--- src/sv/ubs_pkg.sv ---
`timescale 1ns / 1ps
// ---------------------------------------------------------------------------
// ubs_pkg
// Shared widths, constants and types of the block uniformity statistics
// block.
// ---------------------------------------------------------------------------
package ubs_pkg;

   localparam int LEN_W      = 16;
   localparam logic [LEN_W-1:0] LEN_RESET = 16'd1000;

   localparam int CNT_W      = 16;   // samples per block, bin counts, block index
   localparam int SUM_W      = 40;   // running sample sum
   localparam int DSUM_W     = 64;   // running sum of squared deviations
   localparam int SQ_W       = 33;   // sum of squared bin counts

   localparam int MUL_W      = 33;   // shared multiplier operand width
   localparam int PROD_W     = 2 * MUL_W;

   localparam int DIVIDEND_W = 64;
   localparam int DIVISOR_W  = 17;   // sample count of a block, up to 65536
   localparam int DIV_CNT_W  = $clog2(DIVIDEND_W + 1);

   localparam int CHI_FRAC   = 8;

   localparam int MEAN_W     = 24;
   localparam int MSD_W      = 23;
   localparam int CHI_W      = 31;

   typedef struct packed {
      logic busy;
      logic done;
   } div_status_type;

endpackage

--- src/sv/ubs_mul.sv ---
`timescale 1ns / 1ps
// ---------------------------------------------------------------------------
// ubs_mul
// Shared unsigned multiplier with a registered product.
// ---------------------------------------------------------------------------
module ubs_mul (
   input  logic                        clock,
   input  logic [ubs_pkg::MUL_W-1:0]   op_a,
   input  logic [ubs_pkg::MUL_W-1:0]   op_b,
   output logic [ubs_pkg::PROD_W-1:0]  product
);

   logic [ubs_pkg::PROD_W-1:0] product_ff;

   always_ff @(posedge clock) begin
      product_ff <= ubs_pkg::PROD_W'(op_a) * ubs_pkg::PROD_W'(op_b);
   end

   assign product = product_ff;

endmodule

--- src/sv/ubs_div.sv ---
`timescale 1ns / 1ps
// ---------------------------------------------------------------------------
// ubs_div
// Restoring divider, one quotient bit per cycle.
// ---------------------------------------------------------------------------
module ubs_div (
   input  logic                            clock,
   input  logic                            reset,
   input  logic                            start,
   input  logic [ubs_pkg::DIVIDEND_W-1:0]  dividend,
   input  logic [ubs_pkg::DIVISOR_W-1:0]   divisor,
   output logic [ubs_pkg::DIVIDEND_W-1:0]  quotient,
   output ubs_pkg::div_status_type         status
);

   localparam int DW = ubs_pkg::DIVIDEND_W;
   localparam int VW = ubs_pkg::DIVISOR_W;
   localparam int CW = ubs_pkg::DIV_CNT_W;

   logic [DW-1:0] quo_ff;
   logic [VW-1:0] rem_ff;
   logic [VW-1:0] den_ff;
   logic [CW-1:0] cnt_ff;
   logic          busy_ff;
   logic          done_ff;

   logic [VW:0]   trial;
   logic [VW:0]   diff;
   logic          fits;

   assign trial = {rem_ff, quo_ff[DW-1]};
   assign diff  = trial - {1'b0, den_ff};
   assign fits  = trial >= {1'b0, den_ff};

   always_ff @(posedge clock) begin
      if (reset) begin
         busy_ff <= 1'b0;
         done_ff <= 1'b0;
         cnt_ff  <= '0;
      end else begin
         done_ff <= 1'b0;
         if (start) begin
            quo_ff  <= dividend;
            rem_ff  <= '0;
            den_ff  <= divisor;
            cnt_ff  <= CW'(DW);
            busy_ff <= 1'b1;
         end else if (busy_ff) begin
            quo_ff <= {quo_ff[DW-2:0], fits};
            rem_ff <= fits ? diff[VW-1:0] : trial[VW-1:0];
            cnt_ff <= cnt_ff - 1'b1;
            if (cnt_ff == CW'(1)) begin
               busy_ff <= 1'b0;
               done_ff <= 1'b1;
            end
         end
      end
   end

   assign quotient    = quo_ff;
   assign status.busy = busy_ff;
   assign status.done = done_ff;

endmodule

--- src/sv/ubs_bins.sv ---
`timescale 1ns / 1ps
// ---------------------------------------------------------------------------
// ubs_bins
// Bin count memory with registered read, read-before-write, and per-entry
// valid bits so that reset leaves every bin at zero.
// ---------------------------------------------------------------------------
module ubs_bins #(
   parameter int BINS = 100
) (
   input  logic                       clock,
   input  logic                       reset,
   input  logic [$clog2(BINS)-1:0]    rd_addr,
   output logic [ubs_pkg::CNT_W-1:0]  rd_data,
   input  logic                       wr_en,
   input  logic [$clog2(BINS)-1:0]    wr_addr,
   input  logic [ubs_pkg::CNT_W-1:0]  wr_data
);

   logic [ubs_pkg::CNT_W-1:0] mem [BINS];
   logic [BINS-1:0]           valid_ff;
   logic [ubs_pkg::CNT_W-1:0] data_ff;
   logic                      rvalid_ff;

   always_ff @(posedge clock) begin
      data_ff <= mem[rd_addr];
      if (wr_en) begin
         mem[wr_addr] <= wr_data;
      end
   end

   always_ff @(posedge clock) begin
      if (reset) begin
         valid_ff  <= '0;
         rvalid_ff <= 1'b0;
      end else begin
         rvalid_ff <= valid_ff[rd_addr];
         if (wr_en) begin
            valid_ff[wr_addr] <= 1'b1;
         end
      end
   end

   // never-written entry reads as zero
   assign rd_data = rvalid_ff ? data_ff : '0;

endmodule

--- src/sv/block_uniformity_statistics.sv ---
`timescale 1ns / 1ps
// ---------------------------------------------------------------------------
// block_uniformity_statistics
// Per-block mean, mean squared deviation from one half and chi-square of
// uniform samples, built around one shared multiplier and one divider.
// ---------------------------------------------------------------------------
// Each sample passes through accept, bin index multiply, deviation square
// multiply with bin read and bin write-back; a new sample is accepted only once
// the previous one has been written back. After the last sample of a block the
// block stays busy: it sweeps the bin memory (squares each count, clears it),
// scales the sum of squares, runs three divisions by the sample count to produce
// the mean, the mean squared deviation and the chi-square, and moves the result
// to the output register; that last step waits while the previous result has
// not been taken. The result waits in an output register; the next block's
// samples are accepted while it is pending. Bins start at zero after reset with
// no clearing pass.
// ---------------------------------------------------------------------------
module block_uniformity_statistics #(
   parameter int BINS        = 100,
   parameter int SAMPLE_BITS = 24
) (
   input  logic                          clock,
   input  logic                          reset,

   input  logic                          req_valid,
   output logic                          req_ready,
   input  logic [SAMPLE_BITS-1:0]        req_sample,

   output logic                          rsp_valid,
   input  logic                          rsp_ready,
   output logic [ubs_pkg::CNT_W-1:0]     rsp_block_number,
   output logic [ubs_pkg::MEAN_W-1:0]    rsp_block_mean,
   output logic [ubs_pkg::MSD_W-1:0]     rsp_mean_square_deviation,
   output logic [ubs_pkg::CHI_W-1:0]     rsp_chi_square,

   input  logic                          csr_valid,
   output logic                          csr_ready,
   input  logic [ubs_pkg::LEN_W-1:0]     csr_block_length
);

   localparam int BIN_W = $clog2(BINS);
   localparam int IDX_W = $clog2(BINS + 1);
   localparam int MW    = ubs_pkg::MUL_W;
   localparam int PW    = ubs_pkg::PROD_W;
   localparam int SW    = ubs_pkg::SUM_W;
   localparam int DSW   = ubs_pkg::DSUM_W;
   localparam int QW    = ubs_pkg::SQ_W;
   localparam int DVW   = ubs_pkg::DIVIDEND_W;
   localparam int NW    = ubs_pkg::DIVISOR_W;
   localparam int CW    = ubs_pkg::CNT_W;
   localparam int CF    = ubs_pkg::CHI_FRAC;
   localparam logic [SAMPLE_BITS-1:0] HALF = {1'b1, {(SAMPLE_BITS-1){1'b0}}};

   typedef enum logic [3:0] {
      ST_IDLE, ST_BIN, ST_DEV, ST_INC, ST_SQ,
      ST_CHIM, ST_CHIW, ST_DIV, ST_DIVW, ST_PUT
   } state_type;

   typedef enum logic [1:0] {
      DIV_MEAN, DIV_MSD, DIV_CHI
   } div_sel_type;

   state_type                  state_ff, state_in;
   div_sel_type                sel_ff;

   logic [ubs_pkg::LEN_W-1:0]  len_ff;
   logic [SAMPLE_BITS-1:0]     s_ff;
   logic [BIN_W-1:0]           bin_ff;
   logic [SW-1:0]              sum_ff;
   logic [DSW-1:0]             dsum_ff;
   logic [CW-1:0]              seen_ff;
   logic [CW-1:0]              blocks_ff;
   logic [QW-1:0]              sq_ff;
   logic [IDX_W-1:0]           idx_ff;
   logic                       p1_ff;
   logic                       p2_ff;
   logic [DVW-1:0]             chi_num_ff;
   logic [ubs_pkg::MEAN_W-1:0] mean_ff;
   logic [ubs_pkg::MSD_W-1:0]  msd_ff;
   logic [ubs_pkg::CHI_W-1:0]  chi_ff;

   logic                       rsp_valid_ff;
   logic [CW-1:0]              rsp_number_ff;
   logic [ubs_pkg::MEAN_W-1:0] rsp_mean_ff;
   logic [ubs_pkg::MSD_W-1:0]  rsp_msd_ff;
   logic [ubs_pkg::CHI_W-1:0]  rsp_chi_ff;

   logic [SAMPLE_BITS-1:0]     dev;
   logic [MW-1:0]              mul_a, mul_b;
   logic [PW-1:0]              prod;
   logic [BIN_W-1:0]           prod_bin;
   logic [BIN_W-1:0]           rd_addr, wr_addr;
   logic [CW-1:0]              rd_data, wr_data;
   logic                       wr_en;
   logic [CW-1:0]              seen_inc;
   logic [ubs_pkg::LEN_W-1:0]  len_eff;
   logic                       block_end;
   logic                       sweep_issue;
   logic                       sweep_done;
   logic [NW-1:0]              n;
   logic [NW+CF-1:0]           n_scaled;
   logic                       div_start;
   logic [DVW-1:0]             div_dividend;
   logic [DVW-1:0]             div_quo;
   logic [DVW-1:0]             quo_shift;
   logic [DVW-1:0]             chi_val;
   ubs_pkg::div_status_type    div_stat;
   logic                       put_go;

   assign dev        = (s_ff >= HALF) ? (s_ff - HALF) : (HALF - s_ff);
   assign prod_bin   = prod[SAMPLE_BITS +: BIN_W];
   assign seen_inc   = seen_ff + 1'b1;
   assign len_eff    = (len_ff == '0) ? ubs_pkg::LEN_W'(1) : len_ff;
   assign block_end  = (seen_inc == '0) || (seen_inc >= len_eff);
   assign sweep_issue = (state_ff == ST_SQ) && (idx_ff < IDX_W'(BINS));
   assign sweep_done = (idx_ff == IDX_W'(BINS)) && !p1_ff && !p2_ff;
   assign n          = (seen_ff == '0) ? {1'b1, {(NW-1){1'b0}}} : {1'b0, seen_ff};
   assign n_scaled   = {n, {CF{1'b0}}};
   assign div_start  = (state_ff == ST_DIV);
   assign quo_shift  = div_quo >> SAMPLE_BITS;
   assign chi_val    = (div_quo >= DVW'(n_scaled)) ? (div_quo - DVW'(n_scaled)) : '0;
   assign put_go     = (state_ff == ST_PUT) && (!rsp_valid_ff || rsp_ready);

   // shared multiplier operand select
   always_comb begin
      case (state_ff)
         ST_BIN: begin
            mul_a = MW'(s_ff);
            mul_b = MW'(BINS);
         end
         ST_DEV: begin
            mul_a = MW'(dev);
            mul_b = MW'(dev);
         end
         ST_SQ: begin
            mul_a = MW'(rd_data);
            mul_b = MW'(rd_data);
         end
         ST_CHIM: begin
            mul_a = MW'(sq_ff);
            mul_b = MW'(BINS);
         end
         default: begin
            mul_a = '0;
            mul_b = '0;
         end
      endcase
   end

   // bin memory port select
   always_comb begin
      rd_addr = (state_ff == ST_SQ) ? idx_ff[BIN_W-1:0] : prod_bin;
      wr_en   = 1'b0;
      wr_addr = bin_ff;
      wr_data = rd_data + 1'b1;
      if (state_ff == ST_INC) begin
         wr_en = 1'b1;
      end else if (sweep_issue) begin
         wr_en   = 1'b1;
         wr_addr = idx_ff[BIN_W-1:0];
         wr_data = '0;
      end
   end

   always_comb begin
      case (sel_ff)
         DIV_MEAN: div_dividend = DVW'(sum_ff);
         DIV_MSD:  div_dividend = dsum_ff;
         DIV_CHI:  div_dividend = chi_num_ff;
         default:  div_dividend = '0;
      endcase
   end

   always_comb begin
      state_in = state_ff;
      case (state_ff)
         ST_IDLE: if (req_valid) state_in = ST_BIN;
         ST_BIN:  state_in = ST_DEV;
         ST_DEV:  state_in = ST_INC;
         ST_INC:  state_in = block_end ? ST_SQ : ST_IDLE;
         ST_SQ:   if (sweep_done) state_in = ST_CHIM;
         ST_CHIM: state_in = ST_CHIW;
         ST_CHIW: state_in = ST_DIV;
         ST_DIV:  state_in = ST_DIVW;
         ST_DIVW: begin
            if (div_stat.done) begin
               state_in = (sel_ff == DIV_CHI) ? ST_PUT : ST_DIV;
            end
         end
         ST_PUT:  if (put_go) state_in = ST_IDLE;
         default: state_in = ST_IDLE;
      endcase
   end

   always_ff @(posedge clock) begin
      if (reset) begin
         state_ff     <= ST_IDLE;
         len_ff       <= ubs_pkg::LEN_RESET;
         sum_ff       <= '0;
         dsum_ff      <= '0;
         seen_ff      <= '0;
         blocks_ff    <= '0;
         idx_ff       <= '0;
         p1_ff        <= 1'b0;
         p2_ff        <= 1'b0;
         sel_ff       <= DIV_MEAN;
         rsp_valid_ff <= 1'b0;
      end else begin
         state_ff <= state_in;
         if (csr_valid) begin
            len_ff <= csr_block_length;
         end
         case (state_ff)
            ST_IDLE: begin
               if (req_valid) begin
                  s_ff <= req_sample;
               end
            end
            ST_BIN: begin
               sum_ff <= sum_ff + SW'(s_ff);
            end
            ST_DEV: begin
               bin_ff <= prod_bin;
            end
            ST_INC: begin
               dsum_ff <= dsum_ff + prod[DSW-1:0];
               seen_ff <= seen_inc;
               idx_ff  <= '0;
               p1_ff   <= 1'b0;
               p2_ff   <= 1'b0;
               sq_ff   <= '0;
            end
            ST_SQ: begin
               // read, square and clear one bin per cycle
               if (sweep_issue) begin
                  idx_ff <= idx_ff + 1'b1;
               end
               p1_ff <= sweep_issue;
               p2_ff <= p1_ff;
               if (p2_ff) begin
                  sq_ff <= sq_ff + prod[QW-1:0];
               end
            end
            ST_CHIW: begin
               chi_num_ff <= {prod[DVW-CF-1:0], {CF{1'b0}}};
               sel_ff     <= DIV_MEAN;
            end
            ST_DIVW: begin
               if (div_stat.done) begin
                  case (sel_ff)
                     DIV_MEAN: begin
                        mean_ff <= div_quo[ubs_pkg::MEAN_W-1:0];
                        sel_ff  <= DIV_MSD;
                     end
                     DIV_MSD: begin
                        msd_ff <= quo_shift[ubs_pkg::MSD_W-1:0];
                        sel_ff <= DIV_CHI;
                     end
                     default: begin
                        chi_ff <= chi_val[ubs_pkg::CHI_W-1:0];
                     end
                  endcase
               end
            end
            ST_PUT: begin
               if (put_go) begin
                  rsp_number_ff <= blocks_ff;
                  rsp_mean_ff   <= mean_ff;
                  rsp_msd_ff    <= msd_ff;
                  rsp_chi_ff    <= chi_ff;
                  blocks_ff     <= blocks_ff + 1'b1;
                  sum_ff        <= '0;
                  dsum_ff       <= '0;
                  seen_ff       <= '0;
               end
            end
            default: begin
            end
         endcase
         if (put_go) begin
            rsp_valid_ff <= 1'b1;
         end else if (rsp_ready) begin
            rsp_valid_ff <= 1'b0;
         end
      end
   end

   ubs_mul u_mul (
      .clock   (clock),
      .op_a    (mul_a),
      .op_b    (mul_b),
      .product (prod)
   );

   ubs_div u_div (
      .clock    (clock),
      .reset    (reset),
      .start    (div_start),
      .dividend (div_dividend),
      .divisor  (n),
      .quotient (div_quo),
      .status   (div_stat)
   );

   ubs_bins #(
      .BINS (BINS)
   ) u_bins (
      .clock   (clock),
      .reset   (reset),
      .rd_addr (rd_addr),
      .rd_data (rd_data),
      .wr_en   (wr_en),
      .wr_addr (wr_addr),
      .wr_data (wr_data)
   );

   assign req_ready                 = (state_ff == ST_IDLE);
   assign csr_ready                 = 1'b1;
   assign rsp_valid                 = rsp_valid_ff;
   assign rsp_block_number          = rsp_number_ff;
   assign rsp_block_mean            = rsp_mean_ff;
   assign rsp_mean_square_deviation = rsp_msd_ff;
   assign rsp_chi_square            = rsp_chi_ff;

   a_one_item_at_a_time : assert property (@(posedge clock) disable iff (reset)
      (req_valid && req_ready) |=> !req_ready)
      else $error("new item accepted while the previous one is in work");

   a_div_start_idle : assert property (@(posedge clock) disable iff (reset)
      div_start |-> !div_stat.busy)
      else $error("divider restarted while busy");

   a_bin_in_range : assert property (@(posedge clock) disable iff (reset)
      (state_ff == ST_INC) |-> (32'(bin_ff) < BINS))
      else $error("bin index out of range");

   a_result_from_put : assert property (@(posedge clock) disable iff (reset)
      $rose(rsp_valid_ff) |-> $past(state_ff == ST_PUT))
      else $error("result raised outside the hand-off state");

endmodule
--- config.mk ---
export PLATFORM = sky130hd
export DESIGN_NAME = block_uniformity_statistics
export DESIGN_NICKNAME = d
export VERILOG_FILES = /design/src/sv/ubs_pkg.sv /design/src/sv/ubs_mul.sv /design/src/sv/ubs_div.sv /design/src/sv/ubs_bins.sv /design/src/sv/block_uniformity_statistics.sv
export SDC_FILE = /design/constraint.sdc
export NUM_CORES = 2
export LEC_CHECK = 0
export BUFFER_PORTS_ARGS = -buffer_cell sky130_fd_sc_hd__buf_2
export CORE_UTILIZATION = 55
export DETAILED_ROUTE_END_ITERATION = 12
export PLACE_DENSITY_LB_ADDON = 0.12
export SYNTH_ARGS = -nofsm -noshare
export SYNTH_HDL_FRONTEND = slang
export SYNTH_HIERARCHICAL = 1
export SYNTH_SLANG_ARGS = --single-unit
--- constraint.sdc ---
create_clock -name clock -period 8.8 [get_ports clock]
set_input_delay 0.88 -clock clock [delete_from_list [all_inputs] [get_ports clock]]
set_output_delay 0.88 -clock clock [all_outputs]
set_load 0.005 [all_outputs]
==> results_dict.tcl <==
set metrics [dict create \
    hold_viol 0 \
    syn_area_um2 134000 \
    dpl.hpwl_um 260000 \
    ir_drop_mv 0.225 \
    grt_overflow 0 \
    rows 180 \
    r2r_setup_slack_ns -0.24 \
    io_pins 142 \
    grt_max_degree 121 \
    utilization_pct 62.4 \
    dp_slack_ns -0.428 \
    clock_latency_ns 0.95 \
    r2r-start "s_ff[9]" \
    r2r_cells 32 \
    critPathRequiredTime_ns 9.55 \
    final_cells 14200 \
    final_area_um2 151000 \
    dp.cells 13700 \
    dr.pass1.iters 6 \
    critPathLaunch "s_ff[9]" \
    syn_inst 10400 \
    slew_viol_final 0 \
    wl_per_cell_um 26.3 \
    most-common-layout-cells "1990 x edfxtp_1, 1076 x inv_1, 934 x fa_1" \
    cts-root-buf "clkbuf_16" \
    start_kind "flip-flop" \
    drcViolationCount 0 \
    worstSetupPathType "flip-flop to flip-flop" \
    portBuffers 140 \
    numCtsBuffers 228 \
    final_common_cell "edfxtp_1" \
    fp.coreArea_um2 241000 \
    start_util_pct 55.5 \
    path_clk_slew_ns 0.06 \
    wl_um 374000 \
    syn_area_per_cell_um2 12.9 \
    h-tree-depth 4 \
    finalWorstSetupSlack_ns -0.238 \
    gp_congestion 0.926 \
    seqPwrFrac_pct 37.6 \
    drtIter0Drc 7451 \
    area_growth_pct 12.4 \
    fin_worst_skew_ns 0.147 \
    grt_antenna_before_repair 13 \
    critPathArrivalTime_ns 9.79 \
    postCtsHoldBufs 0 \
    hold_class "input port to flip-flop" \
    crit_fanout 14 \
    finalCritPeriodShare_pct 103 \
    num-fill-cells 18400 \
    drv_cap 0 \
    routed_via_density 5.98 \
    violations "setup timing" \
    fin_tns_setup_ns -1.95 \
    swShare_pct 34.1 \
    p_comb_share_pct 33.4 \
    critPathMaxStageDelay_ns 0.59 \
    leakagePower_nw 58.2 \
    worstReg2RegEnd "u_mul/product[53]" \
    grt_usage_pct 30.7 \
    crit_top_cell "fa_1" \
    postRouteAntennaNets 0 \
    pwr-share-clk_pct 29.0 \
    dieHeight_um 495 \
    crit_path_end_kind "flip-flop" \
    endpoint "u_mul/product[53]" \
    cts_tree "built" \
    cts_sinks 2348 \
    placement.cell_area_um2 141000 \
    tightest_slew_ns 1.30 \
    die_area_um2 245000 \
    seqCellArea_um2 66900 \
    p_int_w 0.0234 \
    grt_pass1_vias 87800 \
    p_per_area_nw_per_um2 236 \
    setup_viol_count_final 21 \
    rsz0062_at_grt "true" \
    fin_nets 12300 \
    multiInputGateArea_um2 61800 \
    grt_pass1_wl_um 559000 \
    status "complete, but fails checks" \
    drive_above_1_share_pct 16.4 \
    max_slew_margin_pct 13.2 \
    cts_max_path_buffers 3 \
    yosysWarnings 6 \
    dr_total_vias 85000 \
    net-switching-power_w 0.0121 \
    finalCriticalPeriod_ns 9.04 \
    max_freq_ghz 0.111 \
    worst_path_max_delay_cell "fa_2" \
    die_w_um 495 \
]
-- sequential cells by signal, summed over array words and instances (netlist names), 33 cells and up --
register / count
u_bins/mem: 1600
u_bins/valid_ff: 100
dsum_ff: 64
u_div/quotient: 64
u_mul/product: 64
chi_num_ff: 56
sum_ff: 40
sq_ff: 33
-- metal layers --
layer | GRT usage, % | part of all wire (%)
met1 | 41.1 | 40
met2 | 50.3 | 48
met3 | 4.90 | 7.3
met4 | 12.6 | 4.5
met5 | 0 | 0
-- power groups by stage --
stage	Sequential (W)	Clock, W	Combinational (W)
floorplan	0.0135	0	0.00708
global placement	0.0136	0	0.0110
detailed placement	0.0136	0	0.0112
CTS	0.0134	0.0105	0.0115
global route	0.0134	0.0109	0.0125
finish	0.0134	0.0103	0.0119
-- worst max-delay path: cells and delay by family, from the launching register on --
family	cells	cell delay (ns)
xor gates and xnor gates	1	0.13
and+or+nand+nor	9	2.18
DFF	1	0.45
buffers and inverters	6	0.69
AOI/OAI and AO/OA	7	1.16
adders and majority gates	9	4.28
-- layout make-up --
cell class | instances | area share, %
diodes | 11 | 0.0183
clock buffers | 280 | 4.00
clock inverters | 153 | 1.32
inverters | 1115 | 2.78
multi-input cells | 6417 | 41.0
flip-flops and latches | 2348 | 44.4
well taps | 3185 | 2.65
repair buffers | 711 | 3.76
-- through the flow --
| step | power (W) | hold slack (ns) |
|---|---|---|
| floorplan | 0.0206 | 0.400 |
| global placement | 0.0247 | 0.404 |
| detailed placement | 0.0248 | 0.405 |
| CTS | 0.0353 | 0.0819 |
| finish | 0.0356 | 0.137 |
| global route | 0.0368 | 0.108 |
-- what timing repair did --
action,in CTS,in global routing
buffers inserted,21,17
cloned,1,1
endpoints found under the setup margin,29,37
pin swaps,105,127
resized for setup,161,148
-- worst min path at each step --
stage	start	end	slack [ns]	depth (start not counted)
2_1_floorplan	mean_ff[0]	rsp_block_mean[0]	0.40	0
3_3_place_gp	msd_ff[2]	rsp_mean_square_deviation[2]	0.40	0
3_5_place_dp	mean_ff[2]	rsp_block_mean[2]	0.40	0
4_1_cts	req_sample[1]	s_ff[1]	0.08	1
5_1_grt	req_sample[1]	s_ff[1]	0.11	1
6_report	req_sample[0]	s_ff[0]	0.14	1
Power figures use the tool's default switching activity.
